--- src/hw/rtl/mafhd_pkg.sv ---
// Package for the MPEG audio frame header decoder: bitrate table, rate constants,
// reciprocals for the constant-rate divider and the structs passed between stages.
// No dependencies.
package mafhd_pkg;

  localparam int RECIP_SHIFT = 26;
  localparam int NUM_W       = 26;  // numerator width, max 144 * 448000 < 2**26
  localparam int RECIP_W     = 14;
  localparam int QUOT_W      = 12;
  localparam int REM_W       = 17;  // remainder stays below twice the largest rate

  localparam logic [18:0] KBPS_SCALE = 19'd1000;

  localparam logic [15:0] RATE_44100 = 16'd44100;
  localparam logic [15:0] RATE_48000 = 16'd48000;
  localparam logic [15:0] RATE_32000 = 16'd32000;
  localparam logic [15:0] RATE_22050 = 16'd22050;
  localparam logic [15:0] RATE_24000 = 16'd24000;
  localparam logic [15:0] RATE_16000 = 16'd16000;
  localparam logic [15:0] RATE_11025 = 16'd11025;
  localparam logic [15:0] RATE_12000 = 16'd12000;
  localparam logic [15:0] RATE_8000  = 16'd8000;

  localparam logic [RECIP_W-1:0] RECIP_44100 = RECIP_W'((1 << RECIP_SHIFT) / 44100);
  localparam logic [RECIP_W-1:0] RECIP_48000 = RECIP_W'((1 << RECIP_SHIFT) / 48000);
  localparam logic [RECIP_W-1:0] RECIP_32000 = RECIP_W'((1 << RECIP_SHIFT) / 32000);
  localparam logic [RECIP_W-1:0] RECIP_22050 = RECIP_W'((1 << RECIP_SHIFT) / 22050);
  localparam logic [RECIP_W-1:0] RECIP_24000 = RECIP_W'((1 << RECIP_SHIFT) / 24000);
  localparam logic [RECIP_W-1:0] RECIP_16000 = RECIP_W'((1 << RECIP_SHIFT) / 16000);
  localparam logic [RECIP_W-1:0] RECIP_11025 = RECIP_W'((1 << RECIP_SHIFT) / 11025);
  localparam logic [RECIP_W-1:0] RECIP_12000 = RECIP_W'((1 << RECIP_SHIFT) / 12000);
  localparam logic [RECIP_W-1:0] RECIP_8000  = RECIP_W'((1 << RECIP_SHIFT) / 8000);

  // Header field codes
  localparam logic [1:0] VER_MPEG25    = 2'd0;
  localparam logic [1:0] VER_RESERVED  = 2'd1;
  localparam logic [1:0] VER_MPEG2     = 2'd2;
  localparam logic [1:0] VER_MPEG1     = 2'd3;
  localparam logic [1:0] LAYER_RSVD    = 2'd0;
  localparam logic [1:0] LAYER_3       = 2'd1;
  localparam logic [1:0] LAYER_2       = 2'd2;
  localparam logic [1:0] LAYER_1       = 2'd3;
  localparam logic [1:0] FREQ_IDX_0    = 2'd0;
  localparam logic [1:0] FREQ_IDX_1    = 2'd1;
  localparam logic [1:0] FREQ_IDX_2    = 2'd2;
  localparam logic [1:0] FREQ_RESERVED = 2'd3;
  localparam logic [1:0] MODE_MONO     = 2'd3;

  // kbps by [MPEG-1 ? 0 : 1][layer code][bitrate index]; layer code 0 is reserved
  localparam logic [8:0] KBPS_TAB [0:1][0:3][0:15] = '{
    '{
      '{9'd0, 9'd0, 9'd0, 9'd0, 9'd0, 9'd0, 9'd0, 9'd0,
        9'd0, 9'd0, 9'd0, 9'd0, 9'd0, 9'd0, 9'd0, 9'd0},
      '{9'd0, 9'd32, 9'd40, 9'd48, 9'd56, 9'd64, 9'd80, 9'd96,
        9'd112, 9'd128, 9'd160, 9'd192, 9'd224, 9'd256, 9'd320, 9'd0},
      '{9'd0, 9'd32, 9'd48, 9'd56, 9'd64, 9'd80, 9'd96, 9'd112,
        9'd128, 9'd160, 9'd192, 9'd224, 9'd256, 9'd320, 9'd384, 9'd0},
      '{9'd0, 9'd32, 9'd64, 9'd96, 9'd128, 9'd160, 9'd192, 9'd224,
        9'd256, 9'd288, 9'd320, 9'd352, 9'd384, 9'd416, 9'd448, 9'd0}
    },
    '{
      '{9'd0, 9'd0, 9'd0, 9'd0, 9'd0, 9'd0, 9'd0, 9'd0,
        9'd0, 9'd0, 9'd0, 9'd0, 9'd0, 9'd0, 9'd0, 9'd0},
      '{9'd0, 9'd8, 9'd16, 9'd24, 9'd32, 9'd40, 9'd48, 9'd56,
        9'd64, 9'd80, 9'd96, 9'd112, 9'd128, 9'd144, 9'd160, 9'd0},
      '{9'd0, 9'd8, 9'd16, 9'd24, 9'd32, 9'd40, 9'd48, 9'd56,
        9'd64, 9'd80, 9'd96, 9'd112, 9'd128, 9'd144, 9'd160, 9'd0},
      '{9'd0, 9'd32, 9'd48, 9'd56, 9'd64, 9'd80, 9'd96, 9'd112,
        9'd128, 9'd144, 9'd160, 9'd176, 9'd192, 9'd224, 9'd256, 9'd0}
    }
  };

  // Result fields that ride alongside the division
  typedef struct packed {
    logic        header_valid;
    logic [10:0] samples_per_frame;
    logic [15:0] sample_rate_hz;
    logic [1:0]  channel_count;
    logic [2:0]  pad_bytes;
  } hdr_meta_t;

  typedef struct packed {
    hdr_meta_t          meta;
    logic [18:0]        bitrate_bps;
    logic [7:0]         samples_div8;
    logic [RECIP_W-1:0] recip;
  } dec_t;

  typedef struct packed {
    hdr_meta_t   meta;
    logic [11:0] frame_bytes;
  } result_t;

endpackage

--- src/hw/rtl/mafhd_decode.sv ---
// Decode stage of the MPEG audio frame header decoder: splits the header word,
// looks up bitrate, samples, rate and reciprocal, and registers them.
// Depends on mafhd_pkg.
module mafhd_decode (
  input  logic                 clk,
  input  logic                 rst,
  input  logic                 in_valid,
  output logic                 in_ready,
  input  logic [31:0]          header_word,
  output logic                 out_valid,
  input  logic                 out_ready,
  output mafhd_pkg::dec_t      out_data
);
  import mafhd_pkg::*;

  logic [1:0] ver;
  logic [1:0] lay;
  logic [3:0] bri;
  logic [1:0] fri;
  logic       pad;
  logic [1:0] mode;
  logic       vi;
  logic       ok;
  logic [8:0] kbps;
  dec_t       dec_next;
  logic [15:0] rate;
  logic [RECIP_W-1:0] recip;
  logic [10:0] samples;

  assign ver  = header_word[20:19];
  assign lay  = header_word[18:17];
  assign bri  = header_word[15:12];
  assign fri  = header_word[11:10];
  assign pad  = header_word[9];
  assign mode = header_word[7:6];
  assign vi   = (ver != VER_MPEG1);
  assign ok   = (ver != VER_RESERVED) && (lay != LAYER_RSVD) && (fri != FREQ_RESERVED);
  assign kbps = KBPS_TAB[vi][lay][bri];

  always_comb begin
    unique case ({ver, fri})
      {VER_MPEG1, FREQ_IDX_0}:  begin rate = RATE_44100; recip = RECIP_44100; end
      {VER_MPEG1, FREQ_IDX_1}:  begin rate = RATE_48000; recip = RECIP_48000; end
      {VER_MPEG1, FREQ_IDX_2}:  begin rate = RATE_32000; recip = RECIP_32000; end
      {VER_MPEG2, FREQ_IDX_0}:  begin rate = RATE_22050; recip = RECIP_22050; end
      {VER_MPEG2, FREQ_IDX_1}:  begin rate = RATE_24000; recip = RECIP_24000; end
      {VER_MPEG2, FREQ_IDX_2}:  begin rate = RATE_16000; recip = RECIP_16000; end
      {VER_MPEG25, FREQ_IDX_0}: begin rate = RATE_11025; recip = RECIP_11025; end
      {VER_MPEG25, FREQ_IDX_1}: begin rate = RATE_12000; recip = RECIP_12000; end
      {VER_MPEG25, FREQ_IDX_2}: begin rate = RATE_8000;  recip = RECIP_8000;  end
      default:                  begin rate = 16'd0;      recip = RECIP_44100; end
    endcase
  end

  always_comb begin
    unique case (lay)
      LAYER_1: samples = 11'd384;
      LAYER_2: samples = 11'd1152;
      LAYER_3: samples = vi ? 11'd576 : 11'd1152;
      default: samples = 11'd0;
    endcase
  end

  always_comb begin
    dec_next.meta.header_valid      = ok;
    dec_next.meta.samples_per_frame = ok ? samples : 11'd0;
    dec_next.meta.sample_rate_hz    = ok ? rate : 16'd0;
    dec_next.meta.channel_count     = (mode == MODE_MONO) ? 2'd1 : 2'd2;
    dec_next.meta.pad_bytes         = !pad ? 3'd0 : ((lay == LAYER_1) ? 3'd4 : 3'd1);
    // invalid headers divide zero; the final stage forces their length anyway
    dec_next.bitrate_bps            = ok ? (19'(kbps) * KBPS_SCALE) : 19'd0;
    dec_next.samples_div8           = ok ? samples[10:3] : 8'd0;
    dec_next.recip                  = recip;
  end

  assign in_ready = !out_valid || out_ready;

  always_ff @(posedge clk) begin
    if (rst) begin
      out_valid <= 1'b0;
    end else if (in_ready) begin
      out_valid <= in_valid;
    end
  end

  always_ff @(posedge clk) begin
    if (in_ready && in_valid) begin
      out_data <= dec_next;
    end
  end

endmodule

--- src/hw/rtl/mafhd_divide.sv ---
// Pipelined divider by one of nine fixed sample rates for the frame header decoder:
// numerator product, reciprocal multiply, remainder, correction and padding.
// Depends on mafhd_pkg.
module mafhd_divide (
  input  logic                 clk,
  input  logic                 rst,
  input  logic                 in_valid,
  output logic                 in_ready,
  input  mafhd_pkg::dec_t      in_data,
  output logic                 out_valid,
  input  logic                 out_ready,
  output mafhd_pkg::result_t   out_data
);
  import mafhd_pkg::*;

  // stage a: numerator
  logic               va;
  hdr_meta_t          meta_a;
  logic [NUM_W-1:0]   num_a;
  logic [RECIP_W-1:0] recip_a;
  // stage b: quotient estimate, low by at most one
  logic               vb;
  hdr_meta_t          meta_b;
  logic [NUM_W-1:0]   num_b;
  logic [QUOT_W-1:0]  quot_b;
  // stage c: remainder
  logic               vc;
  hdr_meta_t          meta_c;
  logic [QUOT_W-1:0]  quot_c;
  logic [REM_W-1:0]   rem_c;

  logic adv_a;
  logic adv_b;
  logic adv_c;
  logic adv_o;

  logic [NUM_W+RECIP_W-1:0] est_prod;
  logic [NUM_W+1:0]         back_prod;
  logic [NUM_W-1:0]         rem_full;
  logic                     corr;
  logic [11:0]              bytes_next;

  assign adv_o    = !out_valid || out_ready;
  assign adv_c    = !vc || adv_o;
  assign adv_b    = !vb || adv_c;
  assign adv_a    = !va || adv_b;
  assign in_ready = adv_a;

  assign est_prod  = (NUM_W+RECIP_W)'(num_a) * (NUM_W+RECIP_W)'(recip_a);
  assign back_prod = (NUM_W+2)'(quot_b) * (NUM_W+2)'(meta_b.sample_rate_hz);
  assign rem_full  = num_b - back_prod[NUM_W-1:0];
  assign corr      = (rem_c >= REM_W'(meta_c.sample_rate_hz));
  assign bytes_next = !meta_c.header_valid ? 12'd1 :
                      (quot_c + 12'(corr) + 12'(meta_c.pad_bytes));

  always_ff @(posedge clk) begin
    if (rst) begin
      va        <= 1'b0;
      vb        <= 1'b0;
      vc        <= 1'b0;
      out_valid <= 1'b0;
    end else begin
      if (adv_a) va <= in_valid;
      if (adv_b) vb <= va;
      if (adv_c) vc <= vb;
      if (adv_o) out_valid <= vc;
    end
  end

  always_ff @(posedge clk) begin
    if (adv_a && in_valid) begin
      meta_a  <= in_data.meta;
      num_a   <= NUM_W'(in_data.samples_div8) * NUM_W'(in_data.bitrate_bps);
      recip_a <= in_data.recip;
    end
    if (adv_b && va) begin
      meta_b <= meta_a;
      num_b  <= num_a;
      quot_b <= est_prod[RECIP_SHIFT +: QUOT_W];
    end
    if (adv_c && vb) begin
      meta_c <= meta_b;
      quot_c <= quot_b;
      rem_c  <= rem_full[REM_W-1:0];
    end
    if (adv_o && vc) begin
      out_data.meta        <= meta_c;
      out_data.frame_bytes <= bytes_next;
    end
  end

endmodule

--- src/hw/rtl/mpeg_audio_frame_header_decode_unit.sv ---
// MPEG audio frame header decoder, top level: one header word in per request, one
// result out. Five register stages; one header per cycle while the output side
// accepts. Depends on mafhd_pkg, mafhd_decode and mafhd_divide.
//
// Each request carries one 32-bit frame header (big-endian byte order) and gives one
// result: valid flag, frame length in bytes, samples per frame, sample rate and channel
// count. Headers are independent, so a new one is taken every cycle while the output
// side accepts; the stages are decode, numerator multiply, reciprocal multiply,
// remainder, and correction and padding. The frame length divides by the sample rate
// through a fixed reciprocal and one correction step. Each stage holds its item under
// backpressure and bubbles fill up, so a stalled output still lets the pipe take input
// until it is full. A reserved version, layer or rate index gives valid 0, length 1,
// samples 0 and rate 0; bitrate index 0 or 15 gives a length of only the padding.
module mpeg_audio_frame_header_decode_unit (
  input  logic        clk,
  input  logic        rst,
  input  logic        s_axis_tvalid,
  output logic        s_axis_tready,
  input  logic [31:0] s_axis_tdata,   // [31:0] header_word
  output logic        m_axis_tvalid,
  input  logic        m_axis_tready,
  output logic [47:0] m_axis_tdata    // [0] header_valid, [12:1] frame_bytes,
                                      // [23:13] samples_per_frame,
                                      // [39:24] sample_rate_hz, [41:40] channel_count,
                                      // [47:42] zero
);
  import mafhd_pkg::*;

  logic    dec_valid;
  logic    dec_ready;
  dec_t    dec_data;
  result_t res;

  mafhd_decode u_decode (
    .clk        (clk),
    .rst        (rst),
    .in_valid   (s_axis_tvalid),
    .in_ready   (s_axis_tready),
    .header_word(s_axis_tdata),
    .out_valid  (dec_valid),
    .out_ready  (dec_ready),
    .out_data   (dec_data)
  );

  mafhd_divide u_divide (
    .clk      (clk),
    .rst      (rst),
    .in_valid (dec_valid),
    .in_ready (dec_ready),
    .in_data  (dec_data),
    .out_valid(m_axis_tvalid),
    .out_ready(m_axis_tready),
    .out_data (res)
  );

  assign m_axis_tdata = {6'd0,
                         res.meta.channel_count,
                         res.meta.sample_rate_hz,
                         res.meta.samples_per_frame,
                         res.frame_bytes,
                         res.meta.header_valid};

endmodule

--- config.mk ---
export PLATFORM = sky130hd
export DESIGN_NAME = mpeg_audio_frame_header_decode_unit
export DESIGN_NICKNAME = d
export VERILOG_FILES = /design/src/hw/rtl/mafhd_pkg.sv /design/src/hw/rtl/mafhd_decode.sv /design/src/hw/rtl/mafhd_divide.sv /design/src/hw/rtl/mpeg_audio_frame_header_decode_unit.sv
export SDC_FILE = /design/constraint.sdc
export NUM_CORES = 1
export LEC_CHECK = 0
export BUFFER_PORTS_ARGS = -buffer_cell sky130_fd_sc_hd__buf_2
export CORE_MARGIN = 4
export CORE_UTILIZATION = 30
export CTS_BUF_LIST = sky130_fd_sc_hd__clkbuf_4 sky130_fd_sc_hd__clkbuf_8
export CTS_CLUSTER_DIAMETER = 100
export DETAILED_ROUTE_END_ITERATION = 7
export HOLD_SLACK_MARGIN = 0.02
export PLACE_DENSITY = 0.53
export SYNTH_ARGS = -nofsm -noshare
export SYNTH_HDL_FRONTEND = slang
export SYNTH_HIERARCHICAL = 1
export SYNTH_SLANG_ARGS = --single-unit
--- constraint.sdc ---
create_clock -name clk -period 10.1 [get_ports clk]
set_input_delay 2.02 -clock clk [delete_from_list [all_inputs] [get_ports clk]]
set_output_delay 2.02 -clock clk [all_outputs]
set_load 0.02 [all_outputs]
==> results of run 1 <==
-- through the flow --
stage / instance area, um2 / util (%) / hold WS (ns) / instances / setup slack (ns)
after global placement: 33400 / 31.7 / 0.401 / 4333 / 1.83
final: 34300 / 32.7 / 0.377 / 4420 / 2.45
after floorplan: 31800 / - / 0.400 / 2994 / 2.90
after detailed placement: 33400 / 31.7 / 0.405 / 4333 / 1.77
after global routing: 34300 / 32.7 / 0.370 / 4420 / 1.97
after CTS: 34300 / 32.7 / 0.364 / 4419 / 2.44
-- worst reg2reg max path: cells and delay by family (launching register included) --
kind | cells | cell delay [ns]
AOI/OAI and AO/OA | 4 | 1.41
adders and majority gates | 7 | 3.31
buffers and inverters | 4 | 0.50
DFF | 1 | 0.70
muxes | 1 | 0.23
and+or+nand+nor | 4 | 0.96
-- placed cells by master (no fill, tap or decap), types with 15 or more instances in the layout --
| cell | instances |
|---|---|
| buf_4 | 22 |
| o21ai_0 | 38 |
| buf_2 | 60 |
| nor3_1 | 26 |
| edfxtp_1 | 289 |
| xnor2_1 | 64 |
| clkbuf_8 | 50 |
| ha_1 | 246 |
| inv_1 | 528 |
| a21o_1 | 19 |
| clkbuf_4 | 15 |
| a21oi_1 | 57 |
| conb_1 | 23 |
| fa_1 | 504 |
| xor2_1 | 20 |
| and2_1 | 333 |
| nor2_1 | 77 |
| o21a_1 | 20 |
| nand2_1 | 398 |
-- layer usage --
metal	vias to the layer above	global-route usage (%)	wire length (um)
met1	10200	17.4	31700
met2	325	22.3	34100
li1	9321	-	-
met3	88	1.86	2930
met5	-	0	0
met4	0	2.64	1240
-- state kept, by name, summed over array words and instances (netlist names), 14 cells and up --
name and count:
u_divide/meta_b 33, u_divide/num_a 26, u_divide/meta_c 33, u_divide/rem_c 17, u_divide/out_data 42, u_divide/meta_a 33
u_divide/recip_a 14, u_divide/num_b 17, u_decode/out_data 50
-- path summary, 6_finish.rpt --
check | startpoint | end | slack (ns) | depth (start not counted)
worst max-delay path | s_axis_tdata[19] | u_decode/out_data[39] | 2.45 | 21
worst min-delay path | u_decode/out_data[57] | u_divide/meta_a[16] | 0.38 | 0
worst max register to register | u_divide/recip_a[2] | u_divide/quot_b[11] | 2.71 | 20
worst min register to register | u_decode/out_data[57] | u_divide/meta_a[16] | 0.38 | 0
-- layout make-up --
cell class	instances	area, um2	share of cell area (%)
Multi-Input combinational cell	2034	20400	59.3
Sequential cell	294	8780	25.6
Inverter	532	2000	5.83
Tap cell	1391	1740	5.07
Clock buffer	65	801	2.33
Timing Repair Buffer	82	465	1.36
Clock inverter	21	186	0.543
Antenna cell	1	2.50	0.00729
==> flow_metrics.py, run 1 <==
metrics = {
    "setup_path": {
        "max_stage_delay_ns": 0.53,
        "crit_required_ns": 10.45,
        "path_class": "primary input to register",
        "crit_path_end_kind": "register",
        "critical_path.max_fanout": 24,
        "crit_chain": "buf_2 > nand2_1 > inv_1 > ha_1 > nor2b_1 > o21ai_1 > and3_1 > a31o_2 > a21oi_1 > ha_1 > ha_1 > inv_1 > fa_1 > inv_1 > fa_1 > ha_1 > a211oi_1 > o21bai_1 > o22ai_1 > xor2_1 > nor2_1",
        "cpMaxStageDelayCell": "fa_1",
        "path_buf_inv": 4,
        "path_delay_family": "adder cells",
        "cp.arrival_ns": 7.99,
        "crit_path_frequent_cell": "ha_1",
        "worstSetupStartpointType": "primary input",
    },
    "sta": {
        "rsz0062_at_grt": "no",
        "fin_skew_ns": 0.0477,
        "tightestPinTransition_ns": 0.998,
        "period_share_pct": 75.7,
        "setup_viol": 0,
        "min_period_ns": 7.65,
        "slew_headroom_pct": 33.4,
        "hold_viol": 0,
        "drv_slew": 0,
        "tns_ns": 0,
        "max_freq_mhz": 131,
    },
    "die": {
        "die_h_um": 333,
        "io-pin-count": 86,
        "core-area_um2": 105000,
        "initial_core_util_pct": 30.2,
        "dieArea_um2": 111000,
        "die_w_um": 333,
        "num_rows": 119,
    },
    "logic_synthesis": {
        "netlist_area_um2": 31700,
        "ys_warn_count": 6,
        "synthCells": 2973,
        "syn_avg_cell_area_um2": 10.7,
    },
    "global_routing": {
        "grt_max_degree": 74,
        "grt-ovfl-total": 0,
        "track_usage_pct": 12.9,
        "antenna_found_initial": 3,
        "grt_pass1_wl_mm": 116,
        "grt_pass1_vias": 21500,
    },
    "clock_tree": {
        "clock_latency_ns": 0.64,
        "root_buffer": "clkbuf_8",
        "cts_tree": "built",
        "clk_pin_slew_ns": 0.06,
        "hold_buffers": 0,
        "cts_setup_buffers": 0,
        "cts_resized": 0,
        "cts-htree-levels": 2,
        "clk_path_buf_depth": 3,
        "numCtsBuffers": 50,
        "cts_num_sinks": 294,
    },
    "drt": {
        "drt_wl_total_mm": 70.0,
        "wl_per_cell_um": 15.8,
        "firstDrtPassIters": 7,
        "drt-vias-per-instance": 4.51,
        "drc_errors": 0,
        "num_vias": 19900,
        "drt_iter0_markers": 951,
        "antenna_left": 0,
    },
    "place": {
        "io_buffers": 60,
        "hpwl_mm": 52.6,
        "gp_congestion": 0.782,
    },
    "status": {
        "status": "finished clean",
    },
    "cells_and_area": {
        "syn_to_final_growth_pct": 8.28,
        "nFillCells": 10800,
        "layout-drive-gt1-share_pct": 6.24,
        "nNetsFinal": 3780,
    },
    "flow_run": {
        "cap_violations": 0,
    },
    "hold_path": {
        "hold_class": "register to register",
    },
}
Power of run 1 is not shown: default switching activity piles up to over one toggle a cycle in this logic, so the estimate is an artifact.
==> inputs of run 2 (changes only) <==
PLACE_DENSITY = 0.55   (was 0.53)
clock period = 6.5 ns   (was 10.1 ns; I/O delays follow)
==> run 2 against run 1 <==
Via count grew 1.4%; setup slack got worse by 2.3 ns; clock skew barely moved; clock-buffer cell count is 3 lower; register-to-register slack got worse by 2.6 ns; final area up 3.8%; non-clock buffer count rose by 111; routed wire length up 0.11%; critical path depth up 2; worst hold slack worse by 0.0013 ns.
==> flow_metrics.py, run 2 (same netlist as run 1, synthesis figures left out) <==
metrics = {
    "clock_tree": {
        "clock_latency_ns": 0.64,
        "clk_pin_slew_ns": 0.07,
        "hold_buffers": 0,
        "clk_path_buf_depth": 3,
        "cts_tree": "built",
        "cts_num_sinks": 294,
        "root_buffer": "clkbuf_8",
        "numCtsBuffers": 49,
        "cts-htree-levels": 2,
    },
    "sta": {
        "tightestPinTransition_ns": 1.01,
        "setup_viol": 0,
        "hold_viol": 0,
        "rsz0062_at_grt": "yes",
        "period_share_pct": 97.9,
        "fin_skew_ns": 0.0481,
        "max_freq_mhz": 157,
        "fin_hold_ws_ns": 0.376,
        "drv_slew": 0,
        "slew_headroom_pct": 32.4,
        "min_period_ns": 6.36,
    },
    "setup_path": {
        "max_stage_delay_ns": 0.55,
        "worstSetupStartpointType": "register",
        "critical_path.max_fanout": 8,
        "path_delay_family": "adder cells",
        "cp.arrival_ns": 6.73,
        "crit_chain": "buf_12 > buf_8 > nand2_1 > fa_1 > inv_1 > fa_1 > fa_1 > fa_1 > fa_1 > inv_1 > fa_1 > inv_1 > ha_1 > a21oi_1 > o21ai_2 > a221oi_4 > buf_6 > o21ai_4 > nor3b_4 > o32ai_2 > o41ai_4 > mux2i_1 > nand4_1",
        "r2r_cells": 23,
        "cpMaxStageDelayCell": "fa_1",
        "crit_path_frequent_cell": "fa_1",
        "crit_path_end_kind": "register",
        "path_buf_inv": 6,
        "cp.depth": 23,
        "crit_required_ns": 6.87,
        "path_class": "register to register",
    },
    "drt": {
        "firstDrtPassIters": 4,
        "num_vias": 20200,
        "wl_per_cell_um": 15.5,
        "antenna_left": 0,
        "drt_wl_total_mm": 70.1,
        "drc_errors": 0,
        "drt-vias-per-instance": 4.45,
        "drt_iter0_markers": 837,
    },
    "cells_and_area": {
        "largest_reg_flops": 50,
        "top_register": "u_decode/out_data",
        "layout_common_cells": "inv_1, fa_1, nand2_1",
        "nNetsFinal": 3890,
        "layout-drive-gt1-share_pct": 10.7,
        "syn_to_final_growth_pct": 12.4,
        "final_common_cell": "inv_1",
        "nFillCells": 10700,
        "top_regs": "u_decode/out_data x50, u_divide/out_data x42",
    },
    "place": {
        "io_buffers": 60,
        "gp_congestion": 0.801,
        "hpwl_mm": 54.3,
    },
    "die": {
        "initial_core_util_pct": 30.2,
        "die_h_um": 333,
        "die_w_um": 333,
        "io-pin-count": 86,
        "core-area_um2": 105000,
        "num_rows": 119,
        "dieArea_um2": 111000,
    },
    "hold_path": {
        "hold_class": "register to register",
        "hold_depth": 0,
    },
    "flow_run": {
        "cap_violations": 0,
    },
    "global_routing": {
        "use_met2_pct": 22.7,
        "track_usage_pct": 12.9,
        "antenna_found_initial": 2,
        "grt-ovfl-total": 0,
        "met1_usage_pct": 17.0,
        "gr-usage-met3_pct": 1.77,
        "grt_pass1_vias": 22100,
        "grt_pass1_wl_mm": 116,
        "grt_max_degree": 63,
        "busiest_layer": "met2",
    },
    "status": {
        "status": "finished clean",
    },
}
==> run 2: cell count changes in the layout (fill, tap and decap cells not counted), moves of 5 or more <==
cell,before,now
buf_4,22,104
buf_12,0,16
fa_1,504,496
fa_2,0,8
buf_6,0,7
inv_1,528,522
inv_2,2,8
and2_1,333,328
and2_4,0,5
==> run 2: path summary, 6_finish.rpt <==
path	startpoint	end	slack [ns]
min	u_decode/out_data[73]	u_divide/meta_a[32]	0.38
min reg2reg	u_decode/out_data[73]	u_divide/meta_a[32]	0.38
max reg2reg	u_divide/recip_a[8]	u_divide/quot_b[11]	0.14
max	u_divide/recip_a[8]	u_divide/quot_b[11]	0.14
==> run 2: per-stage QoR <==
step                cell area (um2)  TNS (ns)  utilization [%]  std cells  setup slack [ns]
finish                        35700         0             33.9       4534             0.138
global route                  35600    -0.335             33.9       4531            -0.161
CTS                           35200         0             33.5       4501            0.0111
detailed placement            34100    -0.232             32.5       4413            -0.146
global placement              34100    -0.247             32.5       4413            -0.132
floorplan                     31800         0                -       2994            0.0237
==> run 2: final cells by class <==
class | instances | area, um2 | area share (%)
multi-input cells | 2034 | 20500 | 57.6
flip-flops and latches | 294 | 8780 | 24.6
inverters | 532 | 2000 | 5.62
well taps | 1391 | 1740 | 4.88
repair buffers | 193 | 1560 | 4.38
clock buffers | 62 | 772 | 2.17
clock inverters | 24 | 244 | 0.684
diodes | 4 | 10.0 | 0.0281
==> run 2: timing repair <==
item	CTS	global route
cloned	0	2
resized for setup	1	48
setup buffers	2	28
pin swaps	0	33
endpoints found under the setup margin	4	7
==> run 2: routing by layer <==
layer	vias up	routed length (um)	part of all wire, %
met1	10300	31600	45
met4	0	1460	2.1
met3	67	2400	3.4
met5	-	0	0
li1	9544	-	-
met2	284	34600	49
==> run 2: worst register-to-register path, stage by stage, from the launching register on <==
cell and delay, ns:
edfxtp_1 0.42, buf_12 0.15, buf_8 0.14, nand2_1 0.09, fa_1 0.54, inv_1 0.05, fa_1 0.55, fa_1 0.43
fa_1 0.46, fa_1 0.49, inv_1 0.05, fa_1 0.47, inv_1 0.04, ha_1 0.28, a21oi_1 0.18, o21ai_2 0.10
a221oi_4 0.34, buf_6 0.16, o21ai_4 0.07, nor3b_4 0.25, o32ai_2 0.14, o41ai_4 0.37, mux2i_1 0.22, nand4_1 0.11
Power of run 2 is left out for the same reason.
